`src/rtl/abrf_pkg.sv`:
```
// ----------------------------------------------------------------------------
// abrf_pkg
// Shared types and constants of the alpha-blended rectangle fill block.
// ----------------------------------------------------------------------------
package abrf_pkg;

	localparam int COORD_W = 13;
	localparam int SIZE_W  = 12;
	localparam int CLIP_W  = 14;
	localparam int CHAN_W  = 8;
	localparam int COUNT_W = 17;

	localparam logic [COUNT_W-1:0] COUNT_MAX = '1;
	localparam logic [CHAN_W-1:0]  ALPHA_OPAQUE = 8'hFF;

	localparam logic [1:0] ACT_DRAW = 2'd0;
	localparam logic [1:0] ACT_FILL = 2'd1;
	localparam logic [1:0] ACT_READ = 2'd2;

	typedef logic signed [COORD_W-1:0] coord_t;
	typedef logic [SIZE_W-1:0]         size_t;
	typedef logic [CHAN_W-1:0]         chan_t;
	typedef logic [COUNT_W-1:0]        count_t;

	typedef struct packed {
		chan_t alpha;
		chan_t blue;
		chan_t green;
		chan_t red;
	} color_t;

	typedef enum logic [8:0] {
		ST_CLEAR  = 9'b000000001,
		ST_IDLE   = 9'b000000010,
		ST_SETUP  = 9'b000000100,
		ST_START  = 9'b000001000,
		ST_WALK   = 9'b000010000,
		ST_DRAIN  = 9'b000100000,
		ST_READ   = 9'b001000000,
		ST_RDWAIT = 9'b010000000,
		ST_FINISH = 9'b100000000
	} state_t;

endpackage

```
`src/rtl/abrf_blend.sv`:
```
// ----------------------------------------------------------------------------
// abrf_blend
// Two-stage read-modify-write: products, divide by 255, write; opaque bypasses.
// ----------------------------------------------------------------------------
module abrf_blend #(
	parameter int AW = 16
) (
	input  logic             clk,
	input  logic             arst_n,
	input  logic             issue,
	input  logic [AW-1:0]    issue_addr,
	input  logic [31:0]      rdata,
	input  abrf_pkg::color_t color,
	output logic             busy,
	output logic             wr_en,
	output logic [AW-1:0]    wr_addr,
	output logic [31:0]      wr_data
);
	import abrf_pkg::*;

	logic          v_s1;
	logic [AW-1:0] addr_s1;
	logic          v_s2;
	logic [AW-1:0] addr_s2;
	logic [15:0]   pr_src_s2, pg_src_s2, pb_src_s2;
	logic [15:0]   pr_bg_s2, pg_bg_s2, pb_bg_s2;
	chan_t         alpha_s2;
	chan_t         inv_a;
	logic          opaque;

	// exact floor(s/255) for s < 65280
	function automatic chan_t div255(input logic [15:0] s);
		logic [16:0] t;
		t = 17'(s) + 17'd1 + 17'(s >> 8);
		return t[15:8];
	endfunction

	assign inv_a  = ALPHA_OPAQUE - color.alpha;
	assign opaque = (color.alpha == ALPHA_OPAQUE);

	always_ff @(posedge clk or negedge arst_n) begin
		if (!arst_n) begin
			v_s1 <= 1'b0;
			v_s2 <= 1'b0;
		end else begin
			v_s1 <= issue;
			v_s2 <= v_s1;
		end
	end

	always_ff @(posedge clk) begin
		addr_s1   <= issue_addr;
		addr_s2   <= addr_s1;
		alpha_s2  <= rdata[31:24];
		pr_src_s2 <= 16'(color.red)   * 16'(color.alpha);
		pg_src_s2 <= 16'(color.green) * 16'(color.alpha);
		pb_src_s2 <= 16'(color.blue)  * 16'(color.alpha);
		pr_bg_s2  <= 16'(rdata[7:0])   * 16'(inv_a);
		pg_bg_s2  <= 16'(rdata[15:8])  * 16'(inv_a);
		pb_bg_s2  <= 16'(rdata[23:16]) * 16'(inv_a);
	end

	assign busy    = v_s1 | v_s2;
	assign wr_en   = v_s2;
	assign wr_addr = addr_s2;
	assign wr_data = opaque ? color :
		{alpha_s2, div255(pb_src_s2 + pb_bg_s2), div255(pg_src_s2 + pg_bg_s2),
		 div255(pr_src_s2 + pr_bg_s2)};

endmodule

```
`config.mk`:
```
export PLATFORM = sky130hd
export DESIGN_NAME = abrf_blend
export DESIGN_NICKNAME = d
export VERILOG_FILES = /design/src/rtl/abrf_pkg.sv /design/src/rtl/abrf_blend.sv
export SDC_FILE = /design/constraint.sdc
export NUM_CORES = 1
export LEC_CHECK = 0
export ABC_AREA = 1
export BUFFER_PORTS_ARGS = -buffer_cell sky130_fd_sc_hd__buf_2
export CORE_MARGIN = 2
export CORE_UTILIZATION = 45
export CTS_CLUSTER_SIZE = 12
export DETAILED_ROUTE_END_ITERATION = 12
export PLACE_DENSITY = 0.65
export SYNTH_ARGS = -nofsm -noshare
export SYNTH_HDL_FRONTEND = slang
export SYNTH_SLANG_ARGS = --single-unit
export TNS_END_PERCENT = 1
```
`constraint.sdc`:
```
create_clock -name clk -period 6.9 [get_ports clk]
set_clock_uncertainty 0.2 [all_clocks]
set_input_delay 1.38 -clock clk [delete_from_list [all_inputs] [get_ports clk]]
set_output_delay 1.38 -clock clk [all_outputs]
set_load 0.05 [all_outputs]
```
* Word-level counts from Yosys, hierarchy flattened
Index checks and enable logic that the tools add are counted.
** Operators by class
- Add/subtract/negate cells :: 10
- $mul :: 6
- Equality and inequality tests :: 1
- Muxes and demuxes :: 1
- Bitwise gates (word level) :: 1
** Operator list (number)
- 8-bit by 8-bit multiplier with 16-bit output :: 6
- 16-bit by 1-bit adder with 16-bit output, second input constant :: 3
- 16-bit adder :: 3
- 16-bit by 8-bit adder with 16-bit output :: 3
- 32-bit two-way mux :: 1
- 8-bit equality test, second input constant :: 1
- 8-bit subtractor, first input constant :: 1
- 1-bit OR :: 1
** Word-level totals
- Register bits :: 138
- Input bits :: 83
- Output and inout bits :: 50
- Word-level logic and storage cells :: 30

* Longest topological paths before layout
Gate-level depths: netlist of the first run.
- Depth in word-level cells :: 4
- Depth in mapped cells :: 23
- Gate-level depth less buffers :: 23

* Least setup slack after synthesis of the first run
No wires, ideal clock.
- Kind :: input to register
- From :: input port color[26] in the netlist's numbering
- To :: register pb_bg_s2[15]
- Library setup time :: 0.122 ns
- Arrival time :: 5.338 ns
- Required time :: 6.578 ns
- Slack :: 1.240 ns
- Stages on the path :: 18
- Buffers on the path :: 2
- Cell sequence :: clkbuf_1 > buf_1 > nor2_1 > fa_1 > fa_1 > inv_1 > fa_1 > fa_1 > inv_1 > ha_1 > nand2_1 > o21ai_0 > a21oi_1 > o21ai_0 > a21oi_1 > nor2_1 > nor2_1 > xor2_1
** Between the ends
- Word-level cells in the longest chain between the ends :: 2
** RTL lines
- start, declared :: line abrf_blend.sv:13 : input abrf_pkg::color_t color,
- 8-bit subtractor :: line abrf_blend.sv:38 : assign inv_a = ALPHA_OPAQUE - color.alpha;
- 8-bit by 8-bit multiplier with 16-bit output :: line abrf_blend.sv:60 : pb_bg_s2 <= 16'(rdata[23:16]) * 16'(inv_a);
- end signal, assigned :: line abrf_blend.sv:60
- end, declared :: line abrf_blend.sv:26 : logic [15:0] pr_bg_s2, pg_bg_s2, pb_bg_s2;
Every way passes these cells.

* Final worst setup path of the first run
- From :: input port color[28] in the netlist's numbering
- To :: register pb_bg_s2[15]
Same word-level chain as after synthesis.

==> results of run 1 <==
==> path summary, 6_finish.rpt <==
path                            startpoint           end  slack, ns  cells after the start
worst max-delay path             color[28]  pb_bg_s2[15]       1.09                     18
worst min-delay path            addr_s1[6]    wr_addr[6]       0.12                      0
min in group asynchronous           arst_n          v_s1       0.50                      1
worst max register to register        v_s1         wr_en       6.20                      0
max in group asynchronous           arst_n         wr_en       5.90                      1
worst min register to register  addr_s1[6]    wr_addr[6]       0.12                      0
==> routing by layer <==
metal,wire length (um),GRT usage,up-vias,part of all wire
met4,783,0.0608,0,0.016
met3,2650,0.0378,52,0.056
met5,0,0,-,0
met1,22100,0.294,7784,0.46
met2,22200,0.362,427,0.46
li1,-,-,8265,-
==> layout make-up <==
cell class | count | area (sq um) | share of cell area
repair buffers | 146 | 766 | 0.0357
multi-input cells | 1843 | 14200 | 0.662
clock buffers | 19 | 433 | 0.0202
flip-flops and latches | 138 | 2770 | 0.129
well taps | 585 | 732 | 0.0342
clock inverters | 13 | 121 | 0.00566
inverters | 646 | 2420 | 0.113
==> flip-flops by register name, summed over array words and instances, names as in the netlist <==
register   count
alpha_s2       8
pb_bg_s2      16
pg_bg_s2      16
pb_src_s2     16
wr_en          1
pr_bg_s2      16
addr_s1       16
pr_src_s2     16
pg_src_s2     16
v_s1           1
wr_addr       16
==> kinds of logic (layout without fill, tap and decap cells) <==
family          count (synthesis)  count (layout)  synth area share
simple gates                 1063            1063             0.225
buf+inv                       715             824             0.137
fa+ha+maj                     501             501             0.403
compound gates                183             183            0.0506
flops                         138             138             0.141
xor+xnor                       96              96            0.0428
==> metrics by stage <==
stage | hold WS (ns) | worst slack [ns]
after CTS | 0.127 | 1.16
after global placement | 0.110 | 0.801
final | 0.125 | 1.09
after floorplan | 0.110 | 1.24
after detailed placement | 0.112 | 0.683
after global routing | 0.131 | 0.826
==> critical path: cells and delay by family <==
| kind | cells | cell delay [ns] |
|---|---|---|
| AO/OA/AOI/OAI | 4 | 0.86 |
| XOR/XNOR | 1 | 0.13 |
| adder cells (fa/ha/maj) | 5 | 2.24 |
| buffers and inverters | 4 | 1.00 |
| AND/OR/NAND/NOR | 4 | 0.32 |
==> cell usage in the layout, fill, tap and decap left out, types with 4 or more instances in the layout <==
cell type,n
sky130_fd_sc_hd__nand3_1,110
sky130_fd_sc_hd__buf_4,14
sky130_fd_sc_hd__nor2_2,12
sky130_fd_sc_hd__o21ai_0,35
sky130_fd_sc_hd__o21bai_1,4
sky130_fd_sc_hd__o221ai_1,4
sky130_fd_sc_hd__fa_1,219
sky130_fd_sc_hd__nor3_1,6
sky130_fd_sc_hd__o2111ai_1,4
sky130_fd_sc_hd__a21oi_1,119
sky130_fd_sc_hd__dfxtp_1,136
sky130_fd_sc_hd__inv_1,646
sky130_fd_sc_hd__clkinvlp_4,4
sky130_fd_sc_hd__nor3_2,4
sky130_fd_sc_hd__buf_2,132
sky130_fd_sc_hd__or2_2,9
sky130_fd_sc_hd__clkbuf_16,17
sky130_fd_sc_hd__o21a_1,4
sky130_fd_sc_hd__ha_1,282
sky130_fd_sc_hd__nand4_1,16
sky130_fd_sc_hd__nand2_2,42
sky130_fd_sc_hd__xnor2_1,27
sky130_fd_sc_hd__nor2_1,259
sky130_fd_sc_hd__nand3_2,5
sky130_fd_sc_hd__xor2_1,69
sky130_fd_sc_hd__nand2_1,588
==> results.txt, run 1 <==
* Status: finished clean
- Row generation in the floorplan step produced 76 rows.
* Type of element capturing the critical path: register
- Start-to-end type of the worst setup path: in2reg
* Number of distinct library cells after synthesis: 39
- Proportion of register bits with asynchronous set or reset after synthesis: 0.0145
- The synthesized design contains 0 enable-type register cells.
- The initial antenna violation count came to 1.
- Yosys printed 0 warnings.
* Clock transition at path regs: 0.06 ns
- Crit-path slowest cell: sky130_fd_sc_hd__buf_2
* Final setup fails: 0
* Max-cap viol count: 0
- For the worst setup path, the data required time is 7.04 ns.
- Max-slew violation count: 0
- Share of layout cells above drive strength 1: 0.0898
- Entering global routing, the biggest net connects 37 pins.
- Final-layout setup total negative slack: 0 ns
- Num CTS Buffers: 17
- Worst-skew pair later-pin latency: 0.45 ns
- The first global-routing pass estimated 78900 um of wire.
- The path class of the tightest hold or removal check is reg2reg.
- The area growth from synthesis to layout is 9.06%.
- Averaged over all synthesized cells, the footprint is 7.29 sq um.
- Summed over all nets, the half-perimeter wirelength after detailed placement is 39500 um.
* Via count of the first global-routing pass: 16507
- The core region is 0.0431 sq mm.
* Cell type with the highest occurrence count on the critical path: sky130_fd_sc_hd__fa_1
- Synthesis handed over a netlist of 2696 instances.
- Transition time of the tightest slew-check pin: 0.945 ns
- Resized Gates After CTS: 0
- STA puts the critical path data arrival time at 5.96 ns.
- Remaining Overflow, GRT: 0
- The H-tree was split into 4 levels.
- Ranked by total cell area, the synthesized netlist is headed by sky130_fd_sc_hd__fa_1, sky130_fd_sc_hd__ha_1, sky130_fd_sc_hd__dfxtp_1.
- Post-synthesis register bit count: 138
* # fillers: 4315
* Share of the yosys chip area belonging to registers: 0.141
* Routability cong.: 0.872
* Horizontal die dimension: 213 um
- Summing all placed instances gives a cell area of 0.0209 sq mm.
- Unrepaired setup endpoints after global routing: false
- The final count of hold timing violations is 0.
- Post-CTS timing repair inserted 0 buffers for setup.
- For this run, the top clock speed supported by timing is 172 MHz.
- Headroom to the max-slew limit: 0.369
- Starting Density: 0.456
- In this run the count of I/O pins placed on the die edge is 133.
* Hold-fix buffers at CTS: 0
- Max clock buf depth: 2
* Stage delay of the slowest cell on the critical path: 0.53 ns
- 0 antenna diodes ended up in the layout.
* Post-detailed-routing wire length: 47700 um
- The smallest clock period supported by the final layout is computed as 5.81 ns.
- Of the post-synthesis cell area, the dominant cell type holds 0.223.
- Post-synth top cells: sky130_fd_sc_hd__inv_1, sky130_fd_sc_hd__nand2_1, sky130_fd_sc_hd__ha_1, sky130_fd_sc_hd__nor2_1, sky130_fd_sc_hd__fa_1
* Post-route insts no fill: 3390
- The worst setup path is launched from an input pin.
* Largest area contributor in the synthesized netlist: sky130_fd_sc_hd__fa_1
- Remaining routing DRC violations: 0
- Crit share post-route: 0.843
* Post-route ant nets: 0
* Average wire per standard cell: 14.1 um
- Clock tree synthesis found a total of 138 sinks.
- Post-layout instance area: 0.0214 sq mm
- CTS tree: done
* Share of the core filled with cells in the final layout: 0.497
* Predominant post-synthesis flop cell: sky130_fd_sc_hd__dfxtp_1
- Total die area: 0.0453 sq mm
- The most common cell in the synthesized netlist is sky130_fd_sc_hd__inv_1.
* Biggest fanout along the worst timing path: 28
* Number of placed instances, taps included: 3358
* DR iter-0 viols: 926
* Total via count in the routed design: 16528
* Via density per instance: 4.88
- Die Y: 213 um
- Port bufs: 132
* Buffer cell driving the clock tree root: sky130_fd_sc_hd__clkbuf_16
* Final Net Count: 3376
- The pre-antenna-repair detailed-routing pass consisted of 6 iterations.
- For this run, the total global-route usage over all layers was measured as 0.219.
* Total standard cell area after synthesis: 0.0196 sq mm
- Worst path cell trace: buf_2 > buf_4 > nor2_1 > fa_1 > fa_1 > inv_1 > fa_1 > fa_1 > inv_1 > ha_1 > nand2_1 > o21ai_0 > a21oi_1 > o21ai_0 > a21oi_1 > nor2_1 > nor2_1 > xor2_1
* Net count of the mapped netlist: 3280
Power of run 1 is not shown: default switching activity piles up to over one toggle a cycle in this logic, so the estimate is an artifact.
==> run 2, diff against run 1 <==
ABC_AREA = 0   (was 1)
clock period = 5.9 ns   (was 6.9 ns; I/O delays follow)
==> run 2 against run 1 <==
Against the previous run:
- setup slack got worse by 1.0 ns
- utilization grew 2.4 points
- synthesized area shrank 5.0%
- highest routed layer is now met5
==> results.txt, run 2 <==
- The critical setup path kind was reg2out (was in2reg).
- Number of flops mapped to enable cells by yosys: 0 (unchanged)
- The post-CTS clock slew at the launch and capture registers of the worst setup and hold paths was 0.07 ns (was 0.06 ns).
* Clock H-tree levels: 4 (unchanged)
* Maximum number of pins on one net before global-route repair: 28 (was 37)
- Num CTS Buffers: 17 (unchanged)
- The final total negative setup slack was 0 ns (unchanged).
- Data required time of the critical path: 4.52 ns (was 7.04 ns)
* Cells taking the most area after synthesis: sky130_fd_sc_hd__fa_1, sky130_fd_sc_hd__ha_1, sky130_fd_sc_hd__dfxtp_1 (unchanged)
* Via density per instance: 5.08 (was 4.88)
- The core box area came to 0.0409 sq mm (was 0.0431 sq mm).
- Final setup fails: 0 (unchanged)
- The overall routed net length was 41400 um (was 47700 um).
- Launching element type of the critical path: register (was input pin)
* Top-level I/O count: 133 (unchanged)
* Average wire per standard cell: 14.9 um (was 14.1 um)
- The post-synthesis async set-or-reset flop share came to 0.0145 (unchanged).
- The kind of path behind the tightest hold check is reg2reg (unchanged).
- Share of layout cells above drive strength 1: 0.146 (was 0.0898)
- The count of placed standard cells in the final layout, fillers left out came to 2781 (was 3390).
- Hold-fix buffers at CTS: 0 (unchanged)
- The final count of hold timing violations is 0 (unchanged).
- Diodes inserted: 0 (unchanged)
- The number of remaining DRC errors is 0 (unchanged).
* CTS tree: done (unchanged)
- Global-route wire length before repair: 71200 um (was 78900 um)
- The worst relative slew slack is 0.359 (was 0.369).
* Number of rows created at floorplan: 74 (was 76)
- GRT Util Overall: 0.201 (was 0.219)
- Biggest fanout along the worst timing path: 3 (was 28)
- The effective utilization at floorplan was 0.456 (about the same).
- Number of placed instances, taps included: 2732 (was 3358)
* Worst-skew pair later-pin latency: 0.45 ns (about the same)
- The number of iterations in the first detailed-routing pass came to 5 (was 6).
- Dominant cell by count in the synthesized netlist: sky130_fd_sc_hd__inv_1 (unchanged)
* Number of distinct library cells after synthesis: 73 (was 39)
* Share of the yosys chip area belonging to registers: 0.149 (was 0.141)
- The worst path in the final design needs a cycle of 5.86 ns, including I/O delays and setup.
* Net count of the mapped netlist: 2644 (was 3280)
* Max clock buf depth: 2 (unchanged)
* DR iter-0 viols: 534 (was 926)
- The residual overflow from global routing was 0 (unchanged).
* Number of antenna violations at the first check in global routing: 2 (was 1)
- The clock sink count is 138 (unchanged).
- Cell type with the highest occurrence count on the critical path: sky130_fd_sc_hd__nand2_1 (was sky130_fd_sc_hd__fa_1)
- The placed wire-length estimate after detailed placement came to 33900 um (was 39500 um).
- Post-route ant nets: 0 (unchanged)
- The leading area contributor after synthesis is sky130_fd_sc_hd__fa_1 (unchanged).
- The per-instance average area after synthesis came to 9.06 sq um (was 7.29 sq um).
- The number of cells produced by synthesis was 2060 (was 2696).
- Crit share post-route: 0.994
* Max-slew violation count: 0 (unchanged)
* Post-synthesis register bit count: 138 (unchanged)
* Area overhead of the layout relative to synthesis: 14.4% (was 9.06%)
- Crit-path slowest cell: sky130_fd_sc_hd__fa_2 (was sky130_fd_sc_hd__buf_2)
* Total via count in the routed design: 14134 (was 16528)
- Achievable frequency: 171 MHz
- Buffer cell driving the clock tree root: sky130_fd_sc_hd__clkbuf_16 (unchanged)
- The highest cell delay on the worst timing path is 0.38 ns (was 0.53 ns).
- Arrival time reported for the critical path endpoint: 4.48 ns (was 5.96 ns)
- Commonest non-fill, non-tap cells in the layout: sky130_fd_sc_hd__inv_1, sky130_fd_sc_hd__ha_1, sky130_fd_sc_hd__fa_1 (was sky130_fd_sc_hd__inv_1, sky130_fd_sc_hd__nand2_1, sky130_fd_sc_hd__ha_1)
* Die Y: 208 um (was 213 um)
* Type of element capturing the critical path: primary output (was register)
* Most common cell after layout, fill and taps aside: sky130_fd_sc_hd__inv_1 (unchanged)
- Cell class contributing the biggest share of worst-path delay: compound AO/OA/AOI/OAI gates (was adder cells)
- Total standard cell area after synthesis: 0.0187 sq mm (was 0.0196 sq mm)
* Max-cap viol count: 0 (unchanged)
* Count of warnings emitted by yosys: 0 (unchanged)
- Status: finished clean (unchanged)
- Worst path cell trace: ha_4 > fa_2 > a211oi_4 > o21ai_2 > a311o_1 > a31o_2 > a21oi_2 > xnor2_2 > ha_1 > nand2_1 > a211o_1 > o211ai_1 > and3b_1 > buf_4 > and2_1 > nand2_1 > xnor2_1 > mux2_2 > buf_2 (was buf_2 > buf_4 > nor2_1 > fa_1 > fa_1 > inv_1 > fa_1 > fa_1 > inv_1 > ha_1 > nand2_1 > o21ai_0 > a21oi_1 > o21ai_0 > a21oi_1 > nor2_1 > nor2_1 > xor2_1).
- The measured slew at the worst slew-check pin was 0.960 ns (was 0.945 ns).
- Predominant post-synthesis flop cell: sky130_fd_sc_hd__dfxtp_1 (unchanged)
- The die outline width was 208 um (was 213 um).
- Post-synth top cells: sky130_fd_sc_hd__inv_1, sky130_fd_sc_hd__ha_1, sky130_fd_sc_hd__fa_1, sky130_fd_sc_hd__nor2b_1, sky130_fd_sc_hd__and2_1 (was sky130_fd_sc_hd__inv_1, sky130_fd_sc_hd__nand2_1, sky130_fd_sc_hd__ha_1, sky130_fd_sc_hd__nor2_1, sky130_fd_sc_hd__fa_1)
- The count of input and output buffers came to 132 (unchanged).
- Unrepaired setup endpoints after global routing: true (was false)
- The worst path buffer plus inverter count was 2 (was 4).
- The weighted congestion reported at the end of routability-driven placement is 0.877 (was 0.872).
* Final Net Count: 2820 (was 3376)
* Share of the core filled with cells in the final layout: 0.522 (was 0.497)
- Fraction of post-synthesis cell area in the top cell type by area: 0.235 (was 0.223)
- Via count of the first global-routing pass: 14974 (was 16507)
- The full die area is 0.0431 sq mm (was 0.0453 sq mm).
## run 2: cell type report
class | instances | area, sq um
timing repair buffer | 210 | 1360
clock buffer | 17 | 425
clock inverter | 15 | 130
fill | 3807 | 19600
inverter | 348 | 1310
multi-input combinational | 1521 | 14700
sequential | 138 | 2770
tap | 532 | 666
## run 2: kinds of logic after synthesis
logic type,count (synthesis),share of synthesized area
flops,138,0.149
xor+xnor,120,0.0571
mux,7,0.00396
buf+inv,401,0.0813
fa+ha+maj,501,0.424
simple gates,650,0.193
compound gates,243,0.0921
## run 2: stage by stage
step                      hold slack [ns]  instance area [sq um]  setup slack (ns)
final                               0.125                  21300            0.0383
after global routing                0.129                  21300            -0.209
after CTS                           0.127                  21100           -0.0963
after floorplan                     0.110                  18700           -0.0643
after detailed placement            0.112                  20300            -0.141
after global placement              0.110                  20300            0.0777
## run 2: final timing paths
check	end	cells past startpoint	from	slack, ns
worst min register to register	wr_addr[2]	0	addr_s1[2]	0.13
worst min-delay path	wr_addr[2]	0	addr_s1[2]	0.13
worst max register to register	wr_en	0	v_s1	5.21
min in group asynchronous	v_s1	1	arst_n	0.30
worst max-delay path	wr_data[3]	19	pr_bg_s2[0]	0.04
max in group asynchronous	wr_en	1	arst_n	5.11
## run 2: routing by layer
layer	GRT usage	wire length, um	vias up
met5	0	28	-
li1	-	-	6912
met2	0.356	20500	237
met4	0.0602	901	4
met3	0.0348	1670	51
met1	0.251	18300	6930
## run 2: what timing repair did
| action | in CTS | in global routing |
|---|---|---|
| pin swaps | 25 | 13 |
| setup endpoints to repair | 20 | 21 |
| setup buffers | 14 | 6 |
| resized for setup | 50 | 39 |
Power of run 2 is left out for the same reason.
==> run 3, diff against run 2 <==
CAP_MARGIN = 10   (was default)
clock period = 5.5 ns   (was 5.9 ns; I/O delays follow)
==> run 3 against run 2 <==
Against the previous run:
- the run now ends with negative setup slack left
- wire length grew 2.4%
- hold slack worse by 0.0046 ns
- non-clock buffer count up 74
- sequential cell count is the same
- critical path depth is the same
- global-route usage grew 0.55 points
- cell count increased by 2.7%
- first-iteration DRC count fell by 9.2%
- setup slack worse by 0.24 ns
- register-to-register slack lost 0.40 ns
- highest routed layer unchanged
==> results.txt, run 3 (same netlist as run 2, synthesis figures left out) <==
* Max clock buf depth: 2 (unchanged)
- In the finished design, the share of the clock period the worst path needs comes to 1.04.
- The kind of start point of the critical path was a register (unchanged).
* Remaining Overflow, GRT: 0 (unchanged)
- Cell type with the highest occurrence count on the critical path: sky130_fd_sc_hd__o21ai_2 (was sky130_fd_sc_hd__nand2_1)
* Diodes inserted: 0 (unchanged)
- Pre-antenna DRT Iters: 6 (was 5)
- GR met2 Demand/Resource: 0.368 (was 0.356)
* Post-layout instance area: 0.0221 sq mm (was 0.0213 sq mm)
* Starting Density: 0.456 (unchanged)
- The max-slew violation count came to 0 (unchanged).
* Sinks on Clock Net: 138 (unchanged)
- Crit-path slowest cell: sky130_fd_sc_hd__fa_2 (unchanged)
* Buffer cell driving the clock tree root: sky130_fd_sc_hd__clkbuf_16 (unchanged)
- The worst relative slew slack was 0.570 (was 0.359).
- The top fanout value on the critical path was 3 (unchanged).
- Worst-skew pair later-pin latency: 0.45 ns (about the same)
- Core area: 0.0409 sq mm (unchanged)
- Unrepaired setup endpoints after global routing: true (unchanged).
- Minimum period implied by the final worst setup slack: 5.70 ns
* Worst path cell trace: ha_2 > fa_2 > a211oi_2 > o21ai_2 > a311o_1 > a31o_2 > a21oi_4 > xnor2_2 > ha_1 > nand2_2 > a211o_1 > o211ai_1 > and3b_1 > nand4_1 > nor2_2 > nand3_1 > xor2_1 > o21ai_2 > buf_6 (was ha_4 > fa_2 > a211oi_4 > o21ai_2 > a311o_1 > a31o_2 > a21oi_2 > xnor2_2 > ha_1 > nand2_1 > a211o_1 > o211ai_1 > and3b_1 > buf_4 > and2_1 > nand2_1 > xnor2_1 > mux2_2 > buf_2)
* Status: finished with violations (was finished clean)
- Stage delay of the slowest cell on the critical path: 0.35 ns (was 0.38 ns)
* Worst hold path type: reg2reg (unchanged)
- The overall track demand over capacity in global routing is 0.207 (was 0.201).
- Number of rows created at floorplan: 74 (unchanged)
- The global-route track usage on met1 is 0.257 (was 0.251).
- The average via count per standard cell was 5.06 (was 5.08).
* Num CTS Buffers: 17 (unchanged)
- The hold-critical path depth came to 0 (unchanged).
- The post-CTS clock slew at the launch and capture registers of the worst setup and hold paths came to 0.07 ns (about the same).
* Post-detailed-routing wire length: 42400 um (was 41400 um)
* Routability cong.: 0.829 (was 0.877)
* Depth of the worst register-to-register path: 0 (unchanged)
* Clock H-tree levels: 4 (unchanged)
- The worst endpoint required time is 4.20 ns (was 4.52 ns).
- The initial antenna violation count was 2 (unchanged).
* Maximum number of pins on one net before global-route repair: 39 (was 28)
* Final setup fails: 14 (was 0)
* Max-cap viol count: 0 (unchanged)
* Final worst-path setup slack: -0.201 ns (was 0.0383 ns)
- The type of element capturing the critical path is a primary output (unchanged).
- The final-stage net count was 2894 (was 2820).
- Average wire per standard cell: 14.8 um (was 14.9 um)
* Remaining routing DRC violations: 0 (unchanged)
- Most utilized layer in the global route result: met2 (unchanged)
* Start-to-end type of the worst setup path: reg2out (unchanged)
* Total die area: 0.0431 sq mm (unchanged)
* Die Y: 208 um (unchanged)
- Area overhead of the layout relative to synthesis: 18.4% (was 14.4%)
- The post-route antenna net violation count was 0 (unchanged).
- The worst path buffer plus inverter count was 1 (was 2).
- Via count of the first global-routing pass: 15590 (was 14974)
- Hold_ws: 0.121 ns (was 0.125 ns)
* Setup slack at placement: -0.277 ns (was -0.141 ns)
- Arrival time reported for the critical path endpoint: 4.40 ns (was 4.48 ns)
- Fin. Hold Viols: 0 (unchanged)
- The clock tree from TritonCTS is done (unchanged).
- Violations in the final reports: negative setup slack
- Achievable frequency: 175 MHz
- Cell class contributing the biggest share of worst-path delay: compound AO/OA/AOI/OAI gates (unchanged)
- Commonest non-fill, non-tap cells in the layout: sky130_fd_sc_hd__inv_1, sky130_fd_sc_hd__ha_1, sky130_fd_sc_hd__fa_1 (unchanged)
* Global-route wire length before repair: 73300 um (was 71200 um)
- Most common cell after layout, fill and taps aside: sky130_fd_sc_hd__inv_1 (unchanged)
* Port bufs: 132 (unchanged)
- Estimated wirelength of the detail-placed design: 35100 um (was 33900 um)
* DR iter-0 viols: 485 (was 534)
* Horizontal die dimension: 208 um (unchanged)
- The detailed-route via count is 14435 (was 14134).
- The met3 track demand over resource in global routing is 0.0297 (was 0.0348).
- Share of layout cells above drive strength 1: 0.176 (was 0.146)
- Transition time of the tightest slew-check pin: 0.645 ns (was 0.960 ns)
- Top-level I/O count: 133 (unchanged)
- Cell count along the critical path: 19 (unchanged)
- The instance area at placement came to 0.0211 sq mm (was 0.0203 sq mm).
## run 3: changes by cell type in the layout (fill, tap and decap cells not counted), sizes merged
cell / before / now
buf: 207 / 281
clkinv: 4 / 1
bufinv: 0 / 1
inv: 357 / 359
## run 3: per-stage QoR
step / util / std cells / setup TNS, ns
finish: 0.540 / 2855 / -1.05
global route: 0.540 / 2855 / -5.59
CTS: 0.538 / 2855 / -1.98
detailed placement: 0.515 / 2823 / -3.60
global placement: 0.515 / 2823 / -2.19
floorplan: - / 2060 / -2.11
## run 3: layer usage
metal | part of all wire | up-vias
met3 | 0.035 | 64
met1 | 0.45 | 7076
met4 | 0.026 | 4
met5 | 0.00054 | -
li1 | - | 7049
met2 | 0.49 | 242
## run 3: worst paths after layout
check	startpoint	end	slack [ns]
worst max register to register	v_s1	wr_en	4.81
worst min-delay path	addr_s1[8]	wr_addr[8]	0.12
min in group asynchronous	arst_n	wr_en	0.22
max in group asynchronous	arst_n	v_s1	4.78
worst max-delay path	pr_bg_s2[0]	wr_data[7]	-0.20
worst min register to register	addr_s1[8]	wr_addr[8]	0.12
## run 3: final cells by class
cell class | instances | area [sq um]
flip-flops and latches | 138 | 2770
well taps | 532 | 666
inverters | 348 | 1310
clock buffers | 17 | 425
fillers | 3783 | 18800
clock inverters | 15 | 173
multi-input cells | 1521 | 14700
repair buffers | 284 | 2080
## run 3: what timing repair did
| action | CTS | global route |
|---|---|---|
| setup buffers | 3 | 0 |
| hold buffers | 0 | 0 |
| setup endpoints to repair | 24 | 29 |
| gates resized for setup | 77 | 24 |
| pin swaps | 23 | 9 |
Power of run 3 is left out for the same reason.
